[config.mk]
export PLATFORM = sky130hd
export DESIGN_NAME = markup_tag_stripper_unit
export DESIGN_NICKNAME = d
export VERILOG_FILES = /design/src/hw/rtl/mts_pkg.sv /design/src/hw/rtl/mts_tag_check.sv /design/src/hw/rtl/markup_tag_stripper_unit.sv
export SDC_FILE = /design/constraint.sdc
export NUM_CORES = 1
export LEC_CHECK = 0
export BUFFER_PORTS_ARGS = -buffer_cell sky130_fd_sc_hd__buf_4
export CORE_UTILIZATION = 40
export DETAILED_ROUTE_END_ITERATION = 8
export PLACE_DENSITY = 0.66
export SLEW_MARGIN = 10
export SYNTH_ARGS = -nofsm -noshare
export SYNTH_HDL_FRONTEND = slang
export SYNTH_SLANG_ARGS = --single-unit
[constraint.sdc]
create_clock -name i_clk -period 8.55 [get_ports i_clk]
set_input_delay 1.71 -clock i_clk [delete_from_list [all_inputs] [get_ports i_clk]]
set_output_delay 1.71 -clock i_clk [all_outputs]
set_load 0.1 [all_outputs]
[src/hw/rtl/mts_pkg.sv]
// Shared types and constants for the markup tag stripper.
// Beat payload structs, tag characters and the scan result type.
// No dependencies.
package mts_pkg;

    localparam int WINDOW_DEPTH = 12;
    localparam int FILL_BITS    = 4;
    localparam int COUNT_BITS   = 16;
    localparam int PADDR_BITS   = 3;

    localparam logic [7:0] CH_OPEN  = 8'h7B;
    localparam logic [7:0] CH_CLOSE = 8'h7D;
    localparam logic [7:0] CH_B     = 8'h62;
    localparam logic [7:0] CH_F     = 8'h66;
    localparam logic [7:0] CH_I     = 8'h69;
    localparam logic [7:0] CH_SLASH = 8'h2F;
    localparam logic [7:0] CH_EQ    = 8'h3D;
    localparam logic [7:0] CH_SPACE = 8'h20;
    localparam logic [7:0] CH_LF    = 8'h0A;

    localparam logic [FILL_BITS-1:0] TAG_LEN_NONE  = 4'd0;
    localparam logic [FILL_BITS-1:0] TAG_LEN_SLASH = 4'd4;
    localparam logic [FILL_BITS-1:0] TAG_LEN_ICON  = 4'd6;
    localparam logic [FILL_BITS-1:0] TAG_LEN_LONG  = 4'd12;

    typedef logic [WINDOW_DEPTH-1:0][7:0] t_win;

    typedef enum logic [1:0] {
        SCAN_PREFIX,
        SCAN_VALID,
        SCAN_FAIL
    } t_scan;

    typedef struct packed {
        t_scan                kind;
        logic [FILL_BITS-1:0] len;
    } t_scan_res;

    typedef struct packed {
        logic [7:0] in_byte;
        logic       in_end;
    } t_in_beat;

    typedef struct packed {
        logic [7:0]  out_byte;
        logic        has_byte;
        logic        message_done;
        logic [15:0] kept_count;
    } t_out_beat;

endpackage

[src/hw/rtl/mts_tag_check.sv]
// Tag compare unit: checks one window byte against the tag grammar.
// Depends on mts_pkg for characters, tag lengths and the scan result type.
module mts_tag_check (
    input  logic [mts_pkg::FILL_BITS-1:0] i_pos,
    input  logic [7:0]                    i_c1,
    input  logic [7:0]                    i_byte,
    output mts_pkg::t_scan_res            o_res
);

    logic [mts_pkg::FILL_BITS-1:0] len;
    logic                          ok;

    function automatic logic is_hex(input logic [7:0] c);
        return (c >= 8'h30 && c <= 8'h39) || (c >= 8'h61 && c <= 8'h66) ||
               (c >= 8'h41 && c <= 8'h46);
    endfunction

    always_comb begin
        if (i_c1 == mts_pkg::CH_B || i_c1 == mts_pkg::CH_F) begin
            len = mts_pkg::TAG_LEN_LONG;
        end else if (i_c1 == mts_pkg::CH_SLASH) begin
            len = mts_pkg::TAG_LEN_SLASH;
        end else if (i_c1 == mts_pkg::CH_I) begin
            len = mts_pkg::TAG_LEN_ICON;
        end else begin
            len = mts_pkg::TAG_LEN_NONE;
        end

        if (i_pos == len - 4'd1) begin
            ok = (i_byte == mts_pkg::CH_CLOSE);
        end else if (i_pos == 4'd2) begin
            if (len == mts_pkg::TAG_LEN_SLASH) begin
                ok = (i_byte == mts_pkg::CH_B) || (i_byte == mts_pkg::CH_F);
            end else begin
                ok = (i_byte == mts_pkg::CH_EQ);
            end
        end else if (len == mts_pkg::TAG_LEN_ICON) begin
            ok = is_hex(i_byte);
        end else begin
            ok = 1'b1;
        end

        o_res.len = len;
        if (i_pos == 4'd1) begin
            o_res.kind = (len != mts_pkg::TAG_LEN_NONE) ? mts_pkg::SCAN_PREFIX
                                                        : mts_pkg::SCAN_FAIL;
        end else if (!ok) begin
            o_res.kind = mts_pkg::SCAN_FAIL;
        end else if (i_pos == len - 4'd1) begin
            o_res.kind = mts_pkg::SCAN_VALID;
        end else begin
            o_res.kind = mts_pkg::SCAN_PREFIX;
        end
    end

endmodule

[src/hw/rtl/markup_tag_stripper_unit.sv]
// Markup tag stripper top level: window sequencer, output stages, APB register.
// Depends on mts_pkg and mts_tag_check.
//
// Usage:
//   Input channel (i_in_valid, i_in_data, o_in_stall) takes one message byte
//   per beat, in_end set on the last byte. Output channel (o_out_valid,
//   o_out_data, i_out_stall) returns kept bytes with a running kept count;
//   the last beat of a message carries message_done, a bare end marker
//   (has_byte clear) when the final input byte produced nothing.
//   One byte enters at a time: the input is stalled from acceptance until
//   the byte and any held window bytes it releases have been processed.
//   A plain text byte passes through accept, scan, empty check and flush, and
//   its result is in the output register once the flush is done. A failed
//   tag replays the held window byte by byte through the single tag
//   compare unit, so a byte that ends a message on a long unfinished tag
//   keeps the input stalled while the whole held window is scanned again.
//   While the receiver stalls, the output register and one hold stage keep
//   results; the scan waits whenever it has a result and both are full.
//   Register 0 (address 0, bit 0) is drop_high_bytes, reset 1; write it only
//   while the block is idle. Reset empties the window and clears the count.
module markup_tag_stripper_unit (
    input  logic                           i_clk,
    input  logic                           i_rst_n,
    input  logic                           i_in_valid,
    input  mts_pkg::t_in_beat              i_in_data,
    output logic                           o_in_stall,
    output logic                           o_out_valid,
    output mts_pkg::t_out_beat             o_out_data,
    input  logic                           i_out_stall,
    input  logic                           psel,
    input  logic                           penable,
    input  logic                           pwrite,
    input  logic [mts_pkg::PADDR_BITS-1:0] paddr,
    input  logic [31:0]                    pwdata,
    output logic [31:0]                    prdata,
    output logic                           pready
);

    typedef enum logic [1:0] {
        ST_IDLE,
        ST_RUN,
        ST_FLUSH
    } t_state;

    localparam logic REG_DROP_HIGH = 1'b0;
    localparam logic [mts_pkg::COUNT_BITS-1:0] COUNT_MAX = '1;

    t_state                          r_state, n_state;
    mts_pkg::t_win                   r_buf, n_buf;
    logic [mts_pkg::FILL_BITS-1:0]   r_fill, n_fill;
    logic [mts_pkg::FILL_BITS-1:0]   r_tot, n_tot;
    logic                            r_last, n_last;
    logic [mts_pkg::COUNT_BITS-1:0]  r_kept, n_kept;
    logic                            r_hold_v, n_hold_v;
    mts_pkg::t_out_beat              r_hold, n_hold;
    logic                            r_out_v, n_out_v;
    mts_pkg::t_out_beat              r_out, n_out;
    logic                            r_drop_high, n_drop_high;

    logic [7:0]                      cur_byte;
    logic [7:0]                      c1;
    mts_pkg::t_scan_res              scan;
    logic                            keep_ok;
    logic                            out_free;
    logic                            can_emit;
    logic                            emit;
    logic [7:0]                      emit_byte;
    logic [mts_pkg::COUNT_BITS-1:0]  kept_inc;
    logic                            reg_wr;

    function automatic mts_pkg::t_win shift_win(input mts_pkg::t_win w,
                                                input logic [mts_pkg::FILL_BITS-1:0] amt);
        mts_pkg::t_win r;
        r = w;
        unique case (amt)
            mts_pkg::TAG_LEN_SLASH: begin
                for (int j = 0; j < mts_pkg::WINDOW_DEPTH - 4; j++) r[j] = w[j + 4];
            end
            mts_pkg::TAG_LEN_ICON: begin
                for (int j = 0; j < mts_pkg::WINDOW_DEPTH - 6; j++) r[j] = w[j + 6];
            end
            mts_pkg::TAG_LEN_LONG: begin
                r = w;
            end
            default: begin
                for (int j = 0; j < mts_pkg::WINDOW_DEPTH - 1; j++) r[j] = w[j + 1];
            end
        endcase
        return r;
    endfunction

    assign cur_byte = r_buf[r_fill];
    assign c1       = (r_fill == 4'd1) ? cur_byte : r_buf[1];
    assign keep_ok  = !((cur_byte < mts_pkg::CH_SPACE) && (cur_byte != mts_pkg::CH_LF)) &&
                      !(cur_byte[7] && r_drop_high);
    assign out_free = !r_out_v || !i_out_stall;
    assign can_emit = !r_hold_v || out_free;
    assign kept_inc = (r_kept == COUNT_MAX) ? r_kept : r_kept + 1'b1;

    mts_tag_check u_check (
        .i_pos  (r_fill),
        .i_c1   (c1),
        .i_byte (cur_byte),
        .o_res  (scan)
    );

    assign reg_wr = psel && penable && pwrite && pready &&
                    (paddr[mts_pkg::PADDR_BITS-1] == REG_DROP_HIGH);

    always_comb begin
        n_state     = r_state;
        n_buf       = r_buf;
        n_fill      = r_fill;
        n_tot       = r_tot;
        n_last      = r_last;
        n_kept      = r_kept;
        n_hold_v    = r_hold_v;
        n_hold      = r_hold;
        n_out_v     = r_out_v && i_out_stall;
        n_out       = r_out;
        n_drop_high = reg_wr ? pwdata[0] : r_drop_high;
        emit        = 1'b0;
        emit_byte   = cur_byte;

        unique case (r_state)
            ST_IDLE: begin
                if (i_in_valid) begin
                    n_buf[r_tot] = i_in_data.in_byte;
                    n_tot        = r_tot + 4'd1;
                    n_last       = i_in_data.in_end;
                    n_state      = ST_RUN;
                end
            end
            ST_RUN: begin
                if (r_tot != r_fill) begin
                    if (r_fill == 4'd0) begin
                        if (cur_byte == mts_pkg::CH_OPEN) begin
                            n_fill = 4'd1;
                        end else if (!keep_ok) begin
                            n_buf = shift_win(r_buf, 4'd1);
                            n_tot = r_tot - 4'd1;
                        end else if (can_emit) begin
                            emit  = 1'b1;
                            n_buf = shift_win(r_buf, 4'd1);
                            n_tot = r_tot - 4'd1;
                        end
                    end else begin
                        unique case (scan.kind)
                            mts_pkg::SCAN_PREFIX: begin
                                n_fill = r_fill + 4'd1;
                            end
                            mts_pkg::SCAN_VALID: begin
                                n_buf  = shift_win(r_buf, scan.len);
                                n_tot  = r_tot - scan.len;
                                n_fill = 4'd0;
                            end
                            mts_pkg::SCAN_FAIL: begin
                                if (can_emit) begin
                                    emit      = 1'b1;
                                    emit_byte = mts_pkg::CH_OPEN;
                                    n_buf     = shift_win(r_buf, 4'd1);
                                    n_tot     = r_tot - 4'd1;
                                    n_fill    = 4'd0;
                                end
                            end
                            default: begin
                                n_fill = r_fill;
                            end
                        endcase
                    end
                end else if (r_last && r_fill != 4'd0) begin
                    if (can_emit) begin
                        emit      = 1'b1;
                        emit_byte = mts_pkg::CH_OPEN;
                        n_buf     = shift_win(r_buf, 4'd1);
                        n_tot     = r_tot - 4'd1;
                        n_fill    = 4'd0;
                    end
                end else begin
                    n_state = ST_FLUSH;
                end
            end
            ST_FLUSH: begin
                if (r_hold_v) begin
                    if (out_free) begin
                        n_out_v              = 1'b1;
                        n_out                = r_hold;
                        n_out.message_done   = r_last;
                        n_hold_v             = 1'b0;
                        n_state              = ST_IDLE;
                        if (r_last) begin
                            n_kept = '0;
                        end
                    end
                end else if (r_last) begin
                    if (out_free) begin
                        n_out_v            = 1'b1;
                        n_out.out_byte     = 8'h00;
                        n_out.has_byte     = 1'b0;
                        n_out.message_done = 1'b1;
                        n_out.kept_count   = 16'(r_kept);
                        n_kept             = '0;
                        n_state            = ST_IDLE;
                    end
                end else begin
                    n_state = ST_IDLE;
                end
            end
            default: begin
                n_state = ST_IDLE;
            end
        endcase

        if (emit) begin
            n_kept = kept_inc;
            if (r_hold_v) begin
                n_out_v = 1'b1;
                n_out   = r_hold;
            end
            n_hold_v            = 1'b1;
            n_hold.out_byte     = emit_byte;
            n_hold.has_byte     = 1'b1;
            n_hold.message_done = 1'b0;
            n_hold.kept_count   = 16'(kept_inc);
        end
    end

    always_ff @(posedge i_clk) begin
        if (!i_rst_n) begin
            r_state     <= ST_IDLE;
            r_fill      <= '0;
            r_tot       <= '0;
            r_last      <= 1'b0;
            r_kept      <= '0;
            r_hold_v    <= 1'b0;
            r_out_v     <= 1'b0;
            r_drop_high <= 1'b1;
        end else begin
            r_state     <= n_state;
            r_fill      <= n_fill;
            r_tot       <= n_tot;
            r_last      <= n_last;
            r_kept      <= n_kept;
            r_hold_v    <= n_hold_v;
            r_out_v     <= n_out_v;
            r_drop_high <= n_drop_high;
        end
        r_buf  <= n_buf;
        r_hold <= n_hold;
        r_out  <= n_out;
    end

    always_comb begin
        prdata = '0;
        if (paddr[mts_pkg::PADDR_BITS-1] == REG_DROP_HIGH) begin
            prdata[0] = r_drop_high;
        end
    end

    assign pready      = 1'b1;
    assign o_in_stall  = (r_state != ST_IDLE);
    assign o_out_valid = r_out_v;
    assign o_out_data  = r_out;

`ifndef NO_ASSERTIONS
    a_fill_in_window: assert property (@(posedge i_clk) disable iff (!i_rst_n)
        (r_fill <= r_tot) && (r_tot <= mts_pkg::FILL_BITS'(mts_pkg::WINDOW_DEPTH)))
        else $error("window fill exceeds held bytes or depth");

    a_idle_drained: assert property (@(posedge i_clk) disable iff (!i_rst_n)
        (r_state == ST_IDLE) |->
        ((r_tot == r_fill) && (r_fill < mts_pkg::FILL_BITS'(mts_pkg::WINDOW_DEPTH))))
        else $error("idle with unscanned bytes or a full window");

    a_valid_len: assert property (@(posedge i_clk) disable iff (!i_rst_n)
        (r_state == ST_RUN && r_tot != r_fill && r_fill != 4'd0 &&
         scan.kind == mts_pkg::SCAN_VALID) |-> (scan.len == r_fill + 4'd1))
        else $error("tag accepted at a length that does not match its kind");

    a_count_cleared: assert property (@(posedge i_clk) disable iff (!i_rst_n)
        (r_state == ST_FLUSH && r_last && n_state == ST_IDLE) |=> (r_kept == '0))
        else $error("kept count not cleared after message end");

    a_no_overwrite: assert property (@(posedge i_clk) disable iff (!i_rst_n)
        (r_out_v && i_out_stall) |=> (r_out_v && $stable(r_out)))
        else $error("stalled output beat overwritten");
`endif

endmodule
* After elaboration in Yosys (flattened, before gate mapping)
Index checks and enable logic that the tools add are counted.
** Operators by class
- Add/subtract/negate cells :: 6
- Multiply operators :: 0
- Div/mod/pow operators :: 0
- Order comparisons :: 10
- Equal/unequal tests :: 36
- Shifts and indexed selects :: 0
- Mux-type cells :: 91
- Bitwise gates (word level) :: 1
- Reduce and logical (&&, ||, !) cells :: 45
** Operators by type and width (number)
- $mux 96 :: 6
- $pmux 96 s2 :: 2
- $mux 26 :: 7
- $pmux 48 s3 :: 1
- $mux 16 :: 8
- $bwmux 96 :: 1
- $mux 88 :: 1
- $mux 8 :: 9
- $eq 8x7->1 const B :: 7
- $mux 4 :: 14
- $bmux 8 s4 :: 1
- $demux 8 s4 :: 1
- $pmux 16 s2 :: 1
- $mux 1 :: 24
- $mux 24 :: 1
- $mux 2 :: 9
- $reduce_and 6->1 :: 3
- $add 16x1->16 const B :: 1
- $eq 16x16->1 const B :: 1
- $eq 8x6->1 const B :: 2
- $ge 8x7->1 const B :: 2
- $le 8x7->1 const B :: 2
- $pmux 4 s2 :: 2
- $ne 5x5->1 const B :: 3
- other kinds (42) :: 80
** Word-level totals
- Flip-flop bits (word level) :: 176
- Latch bits :: 0
- RAM bits :: 0
- Bits in read-only memories :: 0
- Input bits :: 51
- Output and inout port bits :: 61
- Memories :: 0

* Longest topological paths before layout
Gate-level depths: netlist of run 1.
- Depth after elaboration :: 20
- Mapped depth :: 29
- Mapped depth without buffers :: 23

* Cells and area by module
Synthesis of run 1 repeated with hierarchy kept, for this count alone.
** Unflattened totals
- Cell total of the unflattened synthesis :: 1735
- Area, all modules :: 13868.3 µm²
** Modules (own cells, without submodules)
- markup_tag_stripper_unit :: instances 1, cells an instance 1693, area an instance 13530.5 µm², sequential area each 4724.5 µm²
- mts_tag_check :: instances 1, cells an instance 42, area an instance 337.8 µm², sequential area each 0.0 µm²

* Least setup slack after synthesis of run 1
No wires, ideal clock.
- Kind :: reg2reg
- Start point :: reg r_fill[1] (netlist name)
- End point :: reg r_buf[56] (netlist name), enable pin
- Library setup time :: 388 ps
- Arrival time :: 5522 ps
- Path slack :: 2640 ps
- Cell stages (with the launch flop) :: 22
- Path buffers :: 3
- Clock period less this slack :: 5910 ps
- Cell sequence :: dfxtp_1 -> buf_6 -> mux4_2 -> mux2_4 -> or4_4 -> o21ai_4 -> a21oi_1 -> a21oi_1 -> ha_1 -> clkbuf_1 -> inv_1 -> a21oi_1 -> o21ai_0 -> a21oi_1 -> o311a_1 -> ha_1 -> clkbuf_1 -> nor3_1 -> a41oi_1 -> o21ai_1 -> a41o_1 -> a221oi_1
** Between the ends
- Cells in the longest elaborated chain, start to end :: 16
- Elaborated cells between the ends (all ways) :: 56
** RTL lines
- start, declared :: RTL line markup_tag_stripper_unit.sv:50 : logic [mts_pkg::FILL_BITS-1:0] r_fill, n_fill;
- start signal, assigned :: RTL line markup_tag_stripper_unit.sv:240 : r_fill <= n_fill;
- branches (longest 15 deep; another with $sub 4x1->4)
- $reduce_and 6->1 (no source line) *
- end signal, assigned :: RTL line markup_tag_stripper_unit.sv:248 : r_buf <= n_buf;
- end, declared :: RTL line markup_tag_stripper_unit.sv:49 : mts_pkg::t_win r_buf, n_buf;
Mark *: on every way between the ends. The select of a mux whose other input is x is not followed.
A chain may end at the register's enable or synchronous reset.

==> metrics, run 1 <==
setup TNS 0 ns; min Tclk post-route 7.22 ns; Post-Syn Area per Cell 8.47 µm²; multi-input logic area 7680 µm²; CTS tree yes; sequential area share after synthesis 0.356; Setup Fix Bufs, Post-CTS 0; die height 184 µm; clk slew on worst S/H paths 0.08 ns; clock tree sinks 176; R2R Setup Slk 1.33 ns; port bufs between 40 and 50; FF-to-FF Start r_fill[0]; asr flop ratio synth 0; Worst path slowest cell or4_1; maximum vdd drop roughly 0.18 mV; Layout Area Growth over Synthesis 7.57%; initial antenna violation count 1; Worst setup SP type register; Final Core Density 0.438; Initial Util 0.407; Mapped Cells roughly 1600; final hold slack about 0.46 ns; Req. time, crit path roughly 8.7 ns; Ys Warns 0; Post-synth EDFFs 120; status completed; most used cell along the critical path buf_4; Pleak 5.57 nW; MaxCap Viol Count 0; Final Routed Wirelength approximately 44 mm; CP Max Fanout 52; Worst Hold Path EP o_out_data[17]; Slew @ Worst Pin approximately 1.3 ns; Site Rows between 60 and 70; number of diodes 0; vias in the first global route 12000; Root Driver clkbuf_16; Final Cell Area ~14000 µm²; # setup viols final 0; clock skew roughly 0.016 ns; Max Fclk between 100 and 150 MHz; crit-path cells buf_4 -> clkinv_1 -> mux2_4 -> or4_4 -> o21ai_4 -> a21oi_1 -> a21oi_1 -> inv_1 -> ha_1 -> xor2_1 -> xnor2_1 -> or4_1 -> o311a_1 -> ha_2 -> buf_4 -> nand2_1 -> buf_4 -> nand2_2 -> o221ai_1 -> o211ai_1; Slew Viols, Final 0; htree depth 4; relative slew slack 0.147; routability cong. a little under 1; GRT Util Overall 0.263; DRC 0; Routed Antenna Nets 0; first-pass GRT wire length between 60 and 70 mm; Synth area leader edfxtp_1; sum of net half-perimeters after detailed placement 29.2 mm; Min-Delay Path Class register to register; DP Area 13700 µm²; CP Capture Type register; Mapped Area 13300 µm²; CP Class register to register; CTS buffer count 17; #FFs+latches synth 176; # fillers 3175; P per Cell Area 297 nW/µm²; largest net degree at the start of global routing a little over 60; Main synth FF type edfxtp_1; slowest stage delay, CP roughly 0.61 ns; cts hold-fix bufs 0; Final Net Count 1595; hold path cells 1; Die W approximately 180 µm; RR Endpoint r_buf[56]; Yosys top cell area share 0.271; Reg2Reg Depth 20; DIE AREA between 30000 and 40000 µm²; drt via density about 6.5; layout cells sized above 1 0.108; Max clock buf depth 2; Worst Min Path Start o_out_data[17]; DR WL/cell ~22 µm; CP arrival approximately 7.4 ns; Final Hold Viols 0; CTS resizes 0; RSZ-0062 raised after global routing no; period utilisation layout 0.844; dominant cells by area after synthesis edfxtp_1 27%, dfxtp_1 8.4%, a21oi_1 6.7%, nand2_1 5.9%, mux2i_1 3.9%; Synth cell types 90; I/O Pins approximately 110; CORE AREA around 33000 µm²; Register Area between 4000 and 5000 µm²; drt pass-1 iters 6; grt ovf 0; routed vias ~13000; Worst-Skew Late Latency between 0.4 and 0.5 ns; DR iter-0 viols roughly 1800
==> power breakdown <==
part / switching [W] / internal [W] / total (W)
clock: 0.000402 / 0.000391 / 0.000792
combinational: 0.00142 / 0.000600 / 0.00202
sequential: 0.000243 / 0.00118 / 0.00142
total: 0.00206 / 0.00217 / 0.00424
==> state kept, by name (all words and copies together), names as in the netlist <==
register / flops
r_tot: 4
o_out_valid: 1
r_kept: 16
o_out_data: 26
r_state: 2
r_hold_v: 1
r_buf: 96
r_last: 1
r_fill: 4
r_hold: 24
r_drop_high: 1
==> worst max-delay path, delay by kind of cell, from the launching register on <==
kind                       cells  cell delay (ns)
AOI/OAI and AO/OA              6             1.40
xor gates and xnor gates       2             0.29
adders and majority gates      2             0.42
buffers and inverters          5             1.86
DFF                            1             0.41
muxes                          1             0.46
and+or+nand+nor                4             2.04
==> through the flow <==
stage	setup WS [ns]	power (W)	cells
2_1_floorplan	2.64	0.00287	1597
6_report	1.33	0.00424	1981
3_5_place_dp	1.55	0.00339	1949
3_3_place_gp	1.64	0.00335	1949
4_1_cts	1.50	0.00418	1981
5_1_grt	1.02	0.00443	1981
==> cell usage after synthesis (4+ instances only) <==
| cell | count |
|---|---|
| clkbuf_1 | 93 |
| a222oi_1 | 24 |
| a21o_1 | 24 |
| edfxtp_1 | 120 |
| o211ai_1 | 20 |
| nor2b_1 | 8 |
| a31oi_1 | 62 |
| mux2_2 | 4 |
| nor2_1 | 122 |
| nand4_1 | 6 |
| buf_6 | 8 |
| buf_4 | 35 |
| and3_1 | 21 |
| o21ai_1 | 23 |
| nor3_1 | 33 |
| xor2_1 | 10 |
| buf_1 | 9 |
| and2_1 | 13 |
| nand2_1 | 209 |
| o21ai_0 | 52 |
| inv_1 | 45 |
| a22o_1 | 51 |
| a21oi_1 | 179 |
| mux4_1 | 4 |
| a221o_1 | 11 |
| nand3b_1 | 4 |
| nand2b_1 | 29 |
| mux2i_1 | 52 |
| o22ai_1 | 7 |
| nand3_1 | 36 |
| xnor2_1 | 13 |
| o221ai_1 | 17 |
| or4_1 | 5 |
| dfxtp_1 | 56 |
| buf_2 | 19 |
| a22oi_1 | 25 |
| ha_1 | 17 |
| o31ai_1 | 5 |
| mux4_2 | 13 |
| or3_1 | 8 |
==> worst max path at each step <==
| stage | start | slack [ns] | end | cells after the start |
|---|---|---|---|---|
| after global placement | r_fill[0] | 1.64 | r_buf[39] | 19 |
| after CTS | r_fill[0] | 1.50 | r_buf[56] | 20 |
| after global routing | r_fill[0] | 1.02 | r_buf[53] | 20 |
| after floorplan | r_fill[1] | 2.64 | r_buf[56] | 21 |
| after detailed placement | r_fill[0] | 1.55 | r_buf[56] | 20 |
| final | r_fill[0] | 1.33 | r_buf[56] | 20 |
==> logic make-up after synthesis <==
kind of cell             share of synthesized area
buffers and inverters                       0.0792
other                                     0.000566
AO/OA/AOI/OAI                                0.277
adder cells (fa/ha/maj)                     0.0175
multiplexers                                0.0737
flip-flops                                   0.356
XOR/XNOR                                    0.0152
AND/OR/NAND/NOR                              0.181
==> final cells by class <==
class                      instances  area share
sequential                       176       0.331
multi-input combinational       1207       0.538
tap                              442      0.0387
timing repair buffer              76      0.0400
clock buffer                      18      0.0301
clock inverter                    14     0.00990
inverter                          48      0.0126
==> placed cells by master (no fill, tap or decap), drive strengths merged, types with 17 or more instances in the layout <==
master / synthesis / routed
o221ai: 17 / 17
and3: 21 / 21
o211ai: 21 / 21
nand2b: 29 / 29
a31oi: 64 / 64
a22o: 51 / 51
o21ai: 77 / 77
clkbuf: 93 / 18
a21oi: 181 / 181
dfxtp: 56 / 56
mux4: 17 / 17
conb: 2 / 32
nand3: 37 / 37
nand2: 210 / 210
mux2i: 52 / 52
inv: 46 / 56
a21o: 24 / 24
a222oi: 24 / 24
edfxtp: 120 / 120
nor2: 123 / 123
a22oi: 27 / 27
nor3: 33 / 33
ha: 17 / 17
buf: 73 / 76
==> routing by layer <==
metal / wire length, µm / GRT usage / vias up
li1: - / - / 5703
met1: 18000 / 0.347 / 6166
met2: 19800 / 0.408 / 842
met3: 4200 / 0.0417 / 165
met4: 2390 / 0.151 / 0
met5: 0 / 0 / -
Note: power is estimated with default switching activity, not from simulation.
==> inputs of run 2 (changes only) <==
- clock period: 8.55 -> 7.1 ns (I/O delays scaled with it)
==> run 2 against run 1 <==
Effect of this change:
- global-route usage barely moved
- sequential power up 22%
- sequential share of layout area decreased by 0.19 points
- critical path type unchanged
- non-clock buffer count increased by 14
==> metrics, run 2 (same netlist as run 1, synthesis figures left out) <==
status completed; CP Capture Type register; DP Area 13800 µm² (+0.80%); Root Driver clkbuf_16; P per Cell Area 355 nW/µm² (+20%); Req. time, crit path 7.25 ns (-1.47 ns); CP arrival 6.75 ns (-0.64 ns); commonest cells after routing, fill and taps aside 208 x nand2_1, 176 x a21oi_1, 122 x nor2_1; cts hold-fix bufs 0 (unchanged); number of diodes 0 (unchanged); Worst path slowest cell or4_1; RSZ-0062 raised after global routing no; Die W 184 µm (unchanged); final hold slack 0.455 ns (-0.00143 ns); Worst setup SP type register; sum of net half-perimeters after detailed placement 29.5 mm (+1.1%); Routed Antenna Nets 0 (unchanged); crit-path cells mux4_1 -> mux2_4 -> or4_4 -> o21ai_4 -> a21oi_1 -> a21oi_1 -> inv_1 -> ha_1 -> xor2_1 -> xnor2_1 -> or4_1 -> o311ai_1 -> ha_1 -> nor3_1 -> a41oi_1 -> o21ai_1 -> a41o_1 -> a221oi_1 -> buf_4; R2R Setup Slk 0.50 ns (-0.83 ns); DR WL/cell 22.2 µm (-0.65%); Layout Area Growth over Synthesis 8.20%; Slew @ Worst Pin 1.19 ns (-0.0883 ns); setup TNS 0 ns (unchanged); # fillers 3170 (-0.16%); # setup viols final 0 (unchanged); Worst Hold Path EP o_out_data[17]; RR Endpoint r_buf[52]; die height 184 µm (unchanged); Final Hold Viols 0 (unchanged); CP Max Fanout 9 (-83%); Final Routed Wirelength 44.4 mm (about the same); DR iter-0 viols 1670 (-8.5%); DIE AREA 33900 µm² (unchanged); drt via density 6.43 (-1.0%); hold path cells 1 (unchanged); clk slew on worst S/H paths 0.07 ns (about the same); Final Core Density 0.440 (+0.00257); Max clock buf depth 2 (unchanged); Biggest register r_buf; layout cells sized above 1 0.115 (+0.00675); htree depth 4 (unchanged); I/O Pins 112 (unchanged); Pleak 5.64 nW (+1.2%); Final Cell Area 14400 µm² (+0.59%); Min-Delay Path Class register to register; Setup Fix Bufs, Post-CTS 0 (unchanged); vias in the first global route 11900 (-1.5%); routed vias 12800 (-0.33%); CTS buffer count 17 (unchanged); clock tree sinks 176 (unchanged); routability cong. 0.999 (+1.4%); Worst Min Path Start o_out_data[17]; min Tclk post-route 6.60 ns (-0.616 ns); largest net degree at the start of global routing 62 (unchanged); max FFs per register 96 (unchanged); slowest stage delay, CP 0.61 ns (about the same); grt ovf 0 (unchanged); FF-to-FF Start r_fill[1]; Site Rows 66 (unchanged); GRT Util Overall 0.263 (about the same); CTS resizes 0 (unchanged); Max Fclk 152 MHz (+9.3%); clock skew 0.0179 ns (+0.00230 ns); DRC 0 (unchanged); Reg2Reg Depth 19 (-5.0%); drt pass-1 iters 8 (+2); Initial Util 0.407 (unchanged); Worst-Skew Late Latency 0.46 ns (about the same); Final Net Count 1609 (+0.88%); commonest non-fill, non-tap cell in the layout nand2_1; CP Class register to register; port bufs 46 (unchanged); initial antenna violation count 0 (-1); relative slew slack 0.206 (+0.0589); CORE AREA 32600 µm² (unchanged); maximum vdd drop 0.302 mV (+68%); first-pass GRT wire length 68.8 mm (-0.40%); CTS tree yes; period utilisation layout 0.930 (+0.0856); MaxCap Viol Count 0 (unchanged); Slew Viols, Final 0 (unchanged)
## run 2: worst max-delay path by stage
stage	startpoint	slack, ns	end	cells after the start
2_1_floorplan	r_fill[1]	1.19	r_buf[56]	21
5_1_grt	r_fill[1]	0.21	o_out_data[1]	21
6_report	r_fill[1]	0.50	r_buf[52]	19
3_3_place_gp	r_fill[1]	0.71	o_out_data[9]	21
4_1_cts	r_fill[1]	0.58	o_out_data[1]	21
3_5_place_dp	r_fill[1]	0.61	o_out_data[5]	21
## run 2: layer usage
| layer | global-route usage | share of wire |
|---|---|---|
| met1 | 0.346 | 0.41 |
| met2 | 0.406 | 0.45 |
| met4 | 0.147 | 0.056 |
| met3 | 0.0468 | 0.090 |
| met5 | 0 | 0 |
## run 2: power breakdown
group / switching [W] / total (W) / internal, W
clock network: 0.000465 / 0.000927 / 0.000462
logic: 0.00169 / 0.00244 / 0.000750
registers: 0.000304 / 0.00173 / 0.00142
## run 2: worst max-delay path: cells and delay by family (launching register included)
family                     cells  cell delay (ns)
and+or+nand+nor                3             1.24
buffers and inverters          2             0.45
DFF                            1             0.50
muxes                          2             0.91
AOI/OAI and AO/OA              8             2.34
xor gates and xnor gates       2             0.30
adders and majority gates      2             0.55
## run 2: cell type report
type | count | area (µm²) | share of cell area
multi-input cells | 1207 | 7670 | 0.534
clock inverters | 14 | 121 | 0.00845
well taps | 442 | 553 | 0.0385
flip-flops and latches | 176 | 4730 | 0.329
repair buffers | 90 | 688 | 0.0479
inverters | 48 | 180 | 0.0125
clock buffers | 18 | 429 | 0.0299
## run 2: metrics by stage
step | power [W] | setup WS [ns] | std cells
CTS | 0.00505 | 0.576 | 1995
detailed placement | 0.00412 | 0.608 | 1963
finish | 0.00509 | 0.500 | 1995
global route | 0.00533 | 0.212 | 1995
global placement | 0.00406 | 0.712 | 1963
floorplan | 0.00345 | 1.19 | 1597
